[src/rtl/fbra_ram.sv]
`timescale 1ns / 1ps
// ============================================================================
// fbra_ram
// Generic single-write, single-read memory with registered read data.
// ============================================================================
module fbra_ram #(
    parameter int WIDTH = 16,
    parameter int DEPTH = 64,
    localparam int AW = (DEPTH > 1) ? $clog2(DEPTH) : 1
) (
    input  logic             clk,
    input  logic             we,
    input  logic [AW-1:0]    waddr,
    input  logic [WIDTH-1:0] wdata,
    input  logic [AW-1:0]    raddr,
    output logic [WIDTH-1:0] rdata
);

    logic [WIDTH-1:0] mem_reg [DEPTH];

    // Write port.
    always_ff @(posedge clk)
    begin
        if (we)
        begin
            mem_reg[waddr] <= wdata;
        end
    end

    // Registered read port.
    always_ff @(posedge clk)
    begin
        rdata <= mem_reg[raddr];
    end

endmodule

[config.mk]
export PLATFORM = sky130hd
export DESIGN_NAME = fbra_ram
export DESIGN_NICKNAME = d
export VERILOG_FILES = /design/src/rtl/fbra_ram.sv
export SDC_FILE = /design/constraint.sdc
export NUM_CORES = 1
export LEC_CHECK = 0
export BUFFER_PORTS_ARGS = -buffer_cell sky130_fd_sc_hd__buf_2
export CAP_MARGIN = 15
export CELL_PAD_IN_SITES_DETAIL_PLACEMENT = 0
export CELL_PAD_IN_SITES_GLOBAL_PLACEMENT = 2
export CORE_ASPECT_RATIO = 2
export CORE_MARGIN = 10
export CORE_UTILIZATION = 35
export DETAILED_ROUTE_END_ITERATION = 12
export MAX_ROUTING_LAYER = met4
export PLACE_DENSITY = 0.67
export SLEW_MARGIN = 20
export SYNTH_ARGS = -nofsm -noshare
export SYNTH_HDL_FRONTEND = slang
export SYNTH_SLANG_ARGS = --single-unit
[constraint.sdc]
create_clock -name clk -period 3 [get_ports clk]
set_input_delay 0.6 -clock clk [delete_from_list [all_inputs] [get_ports clk]]
set_output_delay 0.6 -clock clk [all_outputs]
set_load 0.005 [all_outputs]
==> qor.csv <==
stage,metric,value,unit
floorplan,starting density of the core,35.2,%
yosys,Syn Std Cell Area,40000,sq um
status,status,completed,
drt,vias per std cell,5.24,
clock_tree,root buffer cell,clkbuf_16,
worst_setup_path,critical path class,in2reg,
placed_design,routability cong.,0.829,
sta,final setup vio count,0,
floorplan,Die Wd,259,um
sta,post-route minimum period,2530,ps
drt,WL final,107000,um
sta,clock skew,25.4,ps
yosys,async set or reset register ratio after synthesis,0,%
clock_tree,Max clock buf depth,3,
yosys,area fraction of the dominant cell type after synthesis,76.8,%
yosys,"Top FF cell, synth",edfxtp_1,
sta,endpoints failing hold,0,
floorplan,Die ar.,129000,sq um
yosys,Compound-Gate Fraction of Synth Area,2.41,%
worst_setup_path,worst reg-to-reg setup slack,690,ps
worst_setup_path,"Data required, critical path",3550,ps
global_route,vias in the first global route,20621,
pwr,PnR Total Power,29400,uW
drt,DR iter-0 viols,1483,
placed_design,placed insts,3495,
yosys,Synth cell types,43,
drt,Routed wire per std cell,29.2,um
yosys,Syn Inst Count,1829,
final_layout,Area Growth Syn to Fin,15.7,%
drt,DR pass1 iterations,7,
final_layout,share of layout cells above drive strength 1,30.4,%
clock_tree,hold_buf cts,0,
yosys,cell taking the most area after synthesis,edfxtp_1,
sta,setup TNS,0,ps
yosys,combinational family with the most area after synthesis,multiplexers,
pwr,Lkg Pwr,0.0147,uW
worst_setup_path,CP max FO,19,
clock_tree,CTS tree,done,
floorplan,Die Ht,498,um
sta,RSZ-0062 raised after global routing,false,
clock_tree,Post-CTS Setup Inserts,0,
sta,max-slew violations,0,
floorplan,core region area,114000,sq um
yosys,Simple-Gate Fraction of Synth Area,2.65,%
global_route,grt total ovfl,0,
clock_tree,Clock Latency Late Sink,690,ps
drt,Residual DRC,0,
global_route,largest net degree at the start of global routing,65,
clock_tree,H-Tree Depth,3,
yosys,"flops & latches, synth",1040,
placed_design,Placement Setup Slack,-344,ps
global_route,first-pass GRT wire length,153000,um
final_layout,fin cells,3651,
sta,period utilization,84.2,%
drt,final antenna-violating net count,0,
yosys,XOR/XNOR share of the synthesized area,0,%
worst_setup_path,arrival time worst endpoint,3070,ps
clock_tree,clock buffer count from CTS,84,
sta,Slew @ Worst Pin,1070,ps
placed_design,port bufs,45,
yosys,post-synthesis net count,1859,
yosys,ranking of synthesized cells by area,"edfxtp_1, mux4_2, mux2i_1, dfxtp_1, mux2_2",
worst_setup_path,Startpoint Class,input port,
flow_run,MaxCap Viol Count,0,
sta,Slew HR,28.6,%
pwr,Max VDD drop,0.375,mV
floorplan,I/O Pins,46,
global_route,initial antenna violation count,9,
worst_setup_path,CP endpoint kind,flip-flop,
yosys,Synth Warn #,0,
clock_tree,Worst-path clk slew,70,ps
global_route,GRT Overall Usage,17.1,%
yosys,adder-cell share of the synthesized area,0,%
yosys,sequential fraction of the synthesis area,77.6,%
yosys,Post-synth EDFFs,1024,
yosys,Syn Area/Cell,21.9,sq um
yosys,mux cell area share after synthesis,15.5,%
drt,via count,19147,
worst_hold_path,Worst Hold Class,in2reg,
sta,final worst slack,473,ps
placed_design,Detailed Place HPWL,71900,um
floorplan,Row Count,175,
clock_tree,CTS sink count,1040,
final_layout,Total Nets Final,2108,
final_layout,Largest register FFs,1024,
clock_tree,post-cts gate resize count,0,
sta,highest clock rate,0.396,GHz
pwr,PwrDens,635,nW/um^2
-- cell families after synthesis --
family | after synthesis
AOI/OAI and AO/OA | 129
buffers and inverters | 104
DFF | 1040
muxes | 336
and+or+nand+nor | 220
-- path summary, 6_finish.rpt --
path	start	to	cells past startpoint
min reg2reg	mem_reg[62][2]$_DFFE_PP_	rdata[2]$_DFF_P_	5
max reg2reg	mem_reg[62][3]$_DFFE_PP_	rdata[3]$_DFF_P_	5
max	raddr[0]	rdata[3]$_DFF_P_	7
min	wdata[9]	mem_reg[41][9]$_DFFE_PP_	1
-- through the flow --
| stage | utilization (%) | hold WS [ps] | cell area (sq um) |
|---|---|---|---|
| CTS | 40.7 | 391 | 46300 |
| finish | 40.8 | 422 | 46300 |
| global route | 40.8 | 406 | 46300 |
| detailed placement | 38.2 | 914 | 43400 |
| floorplan | - | 699 | 40000 |
| global placement | 38.2 | 910 | 43400 |
-- cells in the final DEF (no fill, tap or decap), types with 9 or more instances in the layout --
| cell type | n |
|---|---|
| mux2_2 | 27 |
| edfxtp_1 | 1024 |
| a21oi_1 | 17 |
| buf_2 | 42 |
| nand2_1 | 59 |
| nand4_1 | 12 |
| nand3_1 | 24 |
| nor2b_1 | 30 |
| nor2_1 | 72 |
| mux2i_1 | 85 |
| bufinv_16 | 11 |
| buf_12 | 27 |
| clkinv_1 | 9 |
| buf_4 | 195 |
| mux4_2 | 220 |
| a22oi_1 | 39 |
| clkbuf_1 | 15 |
| dfxtp_1 | 16 |
| clkinv_2 | 13 |
| clkbuf_16 | 87 |
| a221oi_1 | 16 |
-- power breakdown --
part	switching, uW	total (uW)	internal [uW]
logic	1010	1660	647
registers	50.3	16100	16100
clock network	5140	11600	6470
-- per-layer routing --
layer / part of all wire, % / vias up / global-route usage (%) / wire length [um]
li1: - / 8152 / - / -
met1: 35 / 10304 / 17.6 / 36900
met2: 57 / 529 / 31.5 / 60400
met3: 3.8 / 162 / 1.99 / 4020
met4: 5.0 / 0 / 8.37 / 5300
met5: 0 / - / - / 0
-- Yosys cell counts, types with 3 or more instances --
| cell type | count |
|---|---|
| a211oi_1 | 8 |
| nand2_1 | 59 |
| o21ai_1 | 3 |
| buf_2 | 36 |
| mux2i_1 | 85 |
| a31oi_1 | 8 |
| mux2_2 | 27 |
| a41oi_1 | 5 |
| dfxtp_1 | 16 |
| mux4_1 | 4 |
| nand2b_1 | 3 |
| buf_6 | 17 |
| o21ai_0 | 5 |
| edfxtp_1 | 1024 |
| a211o_1 | 8 |
| nand3_1 | 24 |
| a22oi_1 | 39 |
| mux4_2 | 220 |
| a221o_1 | 6 |
| buf_4 | 13 |
| buf_8 | 3 |
| a22o_1 | 6 |
| buf_1 | 3 |
| nor2_1 | 72 |
| a221oi_1 | 16 |
| nor4_2 | 3 |
| buf_12 | 5 |
| a311oi_1 | 8 |
| nand4_1 | 12 |
| nor2b_1 | 30 |
| a21oi_1 | 17 |
| clkbuf_1 | 24 |
| and4_1 | 5 |
-- area by class of cell --
class / instances / area [sq um]
fill: 9946 / 67300
sequential: 1040 / 31100
multi-input combinational: 685 / 8250
clock buffer: 109 / 2330
timing repair buffer: 267 / 2260
tap: 1504 / 1880
clock inverter: 44 / 533
antenna: 2 / 5.00
-- critical path, stage by stage --
cell and delay, ps:
buf_8 240, buf_4 320, mux4_2 530, mux2_2 280, a221oi_1 780, buf_4 240, a311oi_1 40
No activity file was read; power rests on OpenSTA's default activity.
