$ cat src/rtl/fbra_pkg.sv
`timescale 1ns / 1ps
// ============================================================================
// fbra_pkg
// Shared constants, operation codes and control types of the frame budget
// round-robin allocator.
// ============================================================================
package fbra_pkg;

    // Default sizes of the cell table.
    localparam int DEF_PRODUCERS  = 4;
    localparam int DEF_STAGES     = 5;
    localparam int DEF_COUNT_BITS = 16;

    // Urgent, normal and preload.
    localparam int PRIORITIES     = 3;

    // One limit register per possible stage.
    localparam int NUM_LIMIT_REGS = 5;

    // Operation codes of the kind field.
    localparam logic [2:0] KIND_BEGIN   = 3'd0;
    localparam logic [2:0] KIND_DECLARE = 3'd1;
    localparam logic [2:0] KIND_SEAL    = 3'd2;
    localparam logic [2:0] KIND_ACQUIRE = 3'd3;
    localparam logic [2:0] KIND_DEFER   = 3'd4;
    localparam logic [2:0] KIND_QUERY   = 3'd5;

    // Commands from the sequencer to the round-robin unit.
    typedef struct packed {
        logic cur_load;    // load cursor, clear local grants
        logic avail_load;  // load the stage budget
        logic ld;          // capture one demand
        logic reserve;     // apply the terrain urgent floor
        logic step;        // hand out one unit
    } rr_cmd_t;

    // Status from the round-robin unit.
    typedef struct packed {
        logic done;        // budget spent or no demand left
    } rr_stat_t;

endpackage

$ cat src/rtl/fbra_rr.sv
`timescale 1ns / 1ps
// ============================================================================
// fbra_rr
// Round-robin grant unit: holds the demands and grants of one stage and
// priority, applies the terrain floor and hands out one unit per step cycle.
// ============================================================================
module fbra_rr #(
    parameter int PRODUCERS  = fbra_pkg::DEF_PRODUCERS,
    parameter int COUNT_BITS = fbra_pkg::DEF_COUNT_BITS,
    localparam int PB = $clog2(PRODUCERS)
) (
    input  logic                  clk,
    input  logic                  rst_n,
    input  fbra_pkg::rr_cmd_t     cmd,
    input  logic [PB-1:0]         idx,
    input  logic [COUNT_BITS-1:0] ld_data,
    input  logic [15:0]           budget,
    input  logic [15:0]           reserve,
    input  logic [PB-1:0]         cur_in,
    output logic [PB-1:0]         cur_out,
    output logic [COUNT_BITS-1:0] gr_out,
    output fbra_pkg::rr_stat_t    stat
);

    localparam int W = (COUNT_BITS > 16) ? COUNT_BITS : 16;

    logic [COUNT_BITS-1:0] dem_reg [PRODUCERS];
    logic [COUNT_BITS-1:0] gr_reg  [PRODUCERS];
    logic [15:0]           avail_reg;
    logic [PB-1:0]         cur_reg;

    logic [PB-1:0]         cand [PRODUCERS];
    logic [PRODUCERS-1:0]  hit;
    logic                  found;
    logic [PB-1:0]         sel;
    logic [PB-1:0]         sel_next;
    logic [W-1:0]          r_w;
    logic                  done;

    // Search from the cursor for the first producer still short of demand.
    always_comb
    begin
        int pi;
        found = 1'b0;
        sel   = '0;
        for (int off = 0; off < PRODUCERS; off++)
        begin
            pi = int'(cur_reg) + off;
            if (pi >= PRODUCERS)
            begin
                pi = pi - PRODUCERS;
            end
            cand[off] = PB'(pi);
            hit[off]  = gr_reg[cand[off]] < dem_reg[cand[off]];
        end
        for (int off = PRODUCERS - 1; off >= 0; off--)
        begin
            if (hit[off])
            begin
                found = 1'b1;
                sel   = cand[off];
            end
        end
        sel_next = (int'(sel) == PRODUCERS - 1) ? '0 : PB'(int'(sel) + 1);
    end

    // Terrain floor: the smallest of demand, budget left and reserve.
    always_comb
    begin
        r_w = W'(dem_reg[0]);
        if (W'(avail_reg) < r_w)
        begin
            r_w = W'(avail_reg);
        end
        if (W'(reserve) < r_w)
        begin
            r_w = W'(reserve);
        end
    end

    assign done      = (avail_reg == '0) || !found;
    assign stat.done = done;
    assign cur_out   = cur_reg;
    assign gr_out    = gr_reg[idx];

    // Budget and cursor.
    always_ff @(posedge clk or negedge rst_n)
    begin
        if (!rst_n)
        begin
            avail_reg <= '0;
            cur_reg   <= '0;
        end
        else
        begin
            if (cmd.avail_load)
            begin
                avail_reg <= budget;
            end
            if (cmd.cur_load)
            begin
                cur_reg <= cur_in;
            end
            if (cmd.reserve)
            begin
                avail_reg <= avail_reg - 16'(r_w);
                if (r_w != '0 && cur_reg == '0)
                begin
                    cur_reg <= PB'(1);
                end
            end
            if (cmd.step && !done)
            begin
                avail_reg <= avail_reg - 16'd1;
                cur_reg   <= sel_next;
            end
        end
    end

    // Local demand and grant counters.
    always_ff @(posedge clk)
    begin
        if (cmd.cur_load)
        begin
            for (int i = 0; i < PRODUCERS; i++)
            begin
                gr_reg[i] <= '0;
            end
        end
        if (cmd.ld)
        begin
            dem_reg[idx] <= ld_data;
        end
        if (cmd.reserve)
        begin
            gr_reg[0] <= COUNT_BITS'(r_w);
        end
        if (cmd.step && !done)
        begin
            gr_reg[sel] <= gr_reg[sel] + 1'b1;
        end
    end

endmodule

$ cat config.mk
export PLATFORM = sky130hd
export DESIGN_NAME = fbra_rr
export DESIGN_NICKNAME = d
export VERILOG_FILES = /design/src/rtl/fbra_pkg.sv /design/src/rtl/fbra_rr.sv
export SDC_FILE = /design/constraint.sdc
export NUM_CORES = 1
export LEC_CHECK = 0
export CAP_MARGIN = 20
export CORE_MARGIN = 2
export CORE_UTILIZATION = 34
export DETAILED_ROUTE_END_ITERATION = 8
export DONT_BUFFER_PORTS = 1
export PLACE_DENSITY = 0.56
export SLEW_MARGIN = 20
export SYNTH_ARGS = -nofsm -noshare
export SYNTH_HDL_FRONTEND = slang
export SYNTH_SLANG_ARGS = --single-unit
$ cat constraint.sdc
create_clock -name clk -period 22.6 [get_ports clk]
set_clock_uncertainty 0.2 [all_clocks]
set_input_delay 0 -clock clk [delete_from_list [all_inputs] [get_ports clk]]
set_output_delay 0 -clock clk [all_outputs]
set_load 0.02 [all_outputs]
==> summary.md <==
| Metric | Value |
|---|---|
| Status | completed |
| Rel. slew slack | 23.7% |
| Hold-fix buffers at CTS | 74 |
| Die Ht | 206 microns |
| Critical R2R Launch | dem_reg[0][11]$_DFFE_PP_ |
| CTS max path bufs | 2 |
| Max stage delay on crit path | 0.59 ns |
| R2R Path End | avail_reg[15]$_DFFE_PN0P_ |
| IO Pins | 78 |
| CTS tree | done |
| DR WL/cell | 24.4 microns |
| Slew @ Worst Pin | 1.12 ns |
| GPL Wtd Cong | 0.881 |
| Post-CTS sizing | 0 |
| Fillers | 3962 |
| Critical path class | register to register |
| Startpoint Class | register |
| Pins Over Slew Limit | 0 |
| Die width | 206 microns |
| Nets@finish | 1471 |
| Max Cap Viol | 0 |
| CP Capture Type | register |
| CORE AREA | 0.0406 sq mm |
| Post-layout min period | 9.02 ns |
| Clk slew on worst S/H paths | 0.07 ns |
| Synth top area cells | edfxtp_1 28%, mux4_2 22%, ha_1 9.1% |
| Pin count of the biggest net entering global routing | 63 |
| Yosys top cell area share | 27.7% |
| Synth async-reset ratio | 12.3% |
| Via density | 6.03 |
| Cell taking the most area after synthesis | edfxtp_1 |
| Sequential area share after synthesis | 30.9% |
| Clock Latency Late Sink | 0.46 ns |
| TritonCTS buffer count | 17 |
| H-tree levels | 4 |
| CTS Sinks | 146 |
| Worst-path maximum fanout | 28 |
| #FFs+latches synth | 146 |
| Most common cell after layout, fill and taps aside | mux4_2 |
| Most frequent cells in the layout | 134 x mux4_2, 128 x edfxtp_1, 110 x inv_1, 100 x nor2_1, 100 x ha_1 |
| Post-layout util | 38.7% |
| Final HPWL DP | 34.2 mm |
| Initial antenna violation count | 3 |
| # DRC | 0 |
| Setup repair bufs after CTS | 0 |
| Cell count of the worst reg-to-reg path | 33 |
| Number of setup violations in the final report | 0 |
| Total track usage | 21.9% |
| Num rows | 74 |
| Antenna-violating nets left | 0 |
| DRT Pass-1 Iters | 7 |
| CP Data Required Time | 22.79 ns |
| Hold crit path type | input pin to register |
| Fmax | 111 MHz |
| Total Wirelength | 45.3 mm |
| Area growth from synthesis to layout | 13.2% |
| Setup TNS | 0 ns |
| Root buf cell | clkbuf_16 |
| Initial Util | 34.2% |
| Final non-filler cell total | 1861 |
| Initial DRC count | 1121 |
| CP max stage cell | edfxtp_1 |
| Input/output buffers | 0 |
| Mapped Nets | 1444 |
| Mapped Area | 0.0139 sq mm |
| Synth cell types | 86 |
| Vias in the first global route | 10978 |
| Worst hold start | reserve[11] |
| WP data arrival | 9.21 ns |
| Hold WS | 0.0242 ns |
| Final-report hold violation count | 0 |
| Hold path depth | 3 |
| Synth warn | 0 |
| Vias post-DR | 11223 |
| Placed Instances | 1749 |
| Fin crit share | 39.9% |
| Synth Instances | 1283 |
| RSZ-0062 raised after global routing | no |
| Flop-to-flop setup slack | 13.58 ns |
| Layout cell share with drive strength beyond 1 | 17.1% |
| GRT overflow | 0 |
| First-pass GRT wire length | 68.6 mm |
| Ys flop type | edfxtp_1 |
| Post-Syn Area per Cell | 10.8 sq um |
| Post-synth EDFFs | 128 |
| Total Die Area | 0.0425 sq mm |
| Worst Hold End | gr_reg[0][11]$_DFFE_PP_ |
final cells by class:
type                    count  area [sq um]  area share (%)
diodes                      6          15.0          0.0956
well taps                 532           666            4.24
repair buffers             87           852            5.42
clock buffers              17           425            2.71
multi-input cells         946          8860            56.4
inverters                 112           420            2.68
flip-flops and latches    146          4300            27.4
clock inverters            15           170            1.08
critical path, delay by kind of cell (launching register included):
kind / cells / cell delay, ns
muxes: 1 / 0.41
xor gates and xnor gates: 1 / 0.15
AOI/OAI and AO/OA: 16 / 3.45
DFF: 1 / 0.59
and+or+nand+nor: 8 / 2.10
adders and majority gates: 3 / 0.84
buffers and inverters: 4 / 1.20
Yosys cell counts (15+ instances only):
cell      number
a21o_1        25
a21oi_1       61
a221oi_1      18
a31oi_1       15
clkbuf_1      54
dfrtp_1       18
edfxtp_1     128
ha_1         101
inv_1        110
mux2i_1       31
mux4_2       134
nand2_1       72
nand3_1       35
nor2_1       101
nor3_1        20
nor3b_1       21
o21ai_0       50
xnor2_1       26
logic make-up after synthesis:
logic type	Yosys count	share of synthesized area [%]
fa+ha+maj	108	9.69
buf+inv	191	5.40
xor+xnor	39	2.57
flops	146	30.9
mux	179	25.2
compound gates	275	13.5
simple gates	345	12.7
metal layers:
layer,global-route usage (%),wire [microns],vias to the layer above,share of wire (%)
li1,-,-,5073,-
met3,4.73,3490,73,7.7
met2,36.3,21700,454,48
met4,7.40,1380,0,3.1
met5,0,0,-,0
met1,28.5,18700,5623,41
metrics by stage:
step                      setup WS [ns]  instance area (sq um)
after CTS                         13.65                  15700
after detailed placement          14.20                  14400
after global routing              12.98                  15700
final                             13.58                  15700
after floorplan                   15.37                  13900
after global placement            14.16                  14300
worst max-delay path by stage:
stage | cells past startpoint | slack [ns] | start | to
after detailed placement | 32 | 14.20 | dem_reg[0][11]$_DFFE_PP_ | avail_reg[15]$_DFFE_PN0P_
final | 33 | 13.58 | dem_reg[0][11]$_DFFE_PP_ | avail_reg[15]$_DFFE_PN0P_
after floorplan | 35 | 15.37 | avail_reg[13]$_DFFE_PN0P_ | avail_reg[15]$_DFFE_PN0P_
after CTS | 33 | 13.65 | dem_reg[0][11]$_DFFE_PP_ | avail_reg[15]$_DFFE_PN0P_
after global routing | 33 | 12.98 | dem_reg[0][11]$_DFFE_PP_ | avail_reg[15]$_DFFE_PN0P_
after global placement | 31 | 14.16 | dem_reg[0][11]$_DFFE_PP_ | avail_reg[15]$_DFFE_PN0P_
Power is left out: the tool's default activity adds up to more than one toggle a clock period on the data nets, which glitch-free logic cannot reach.
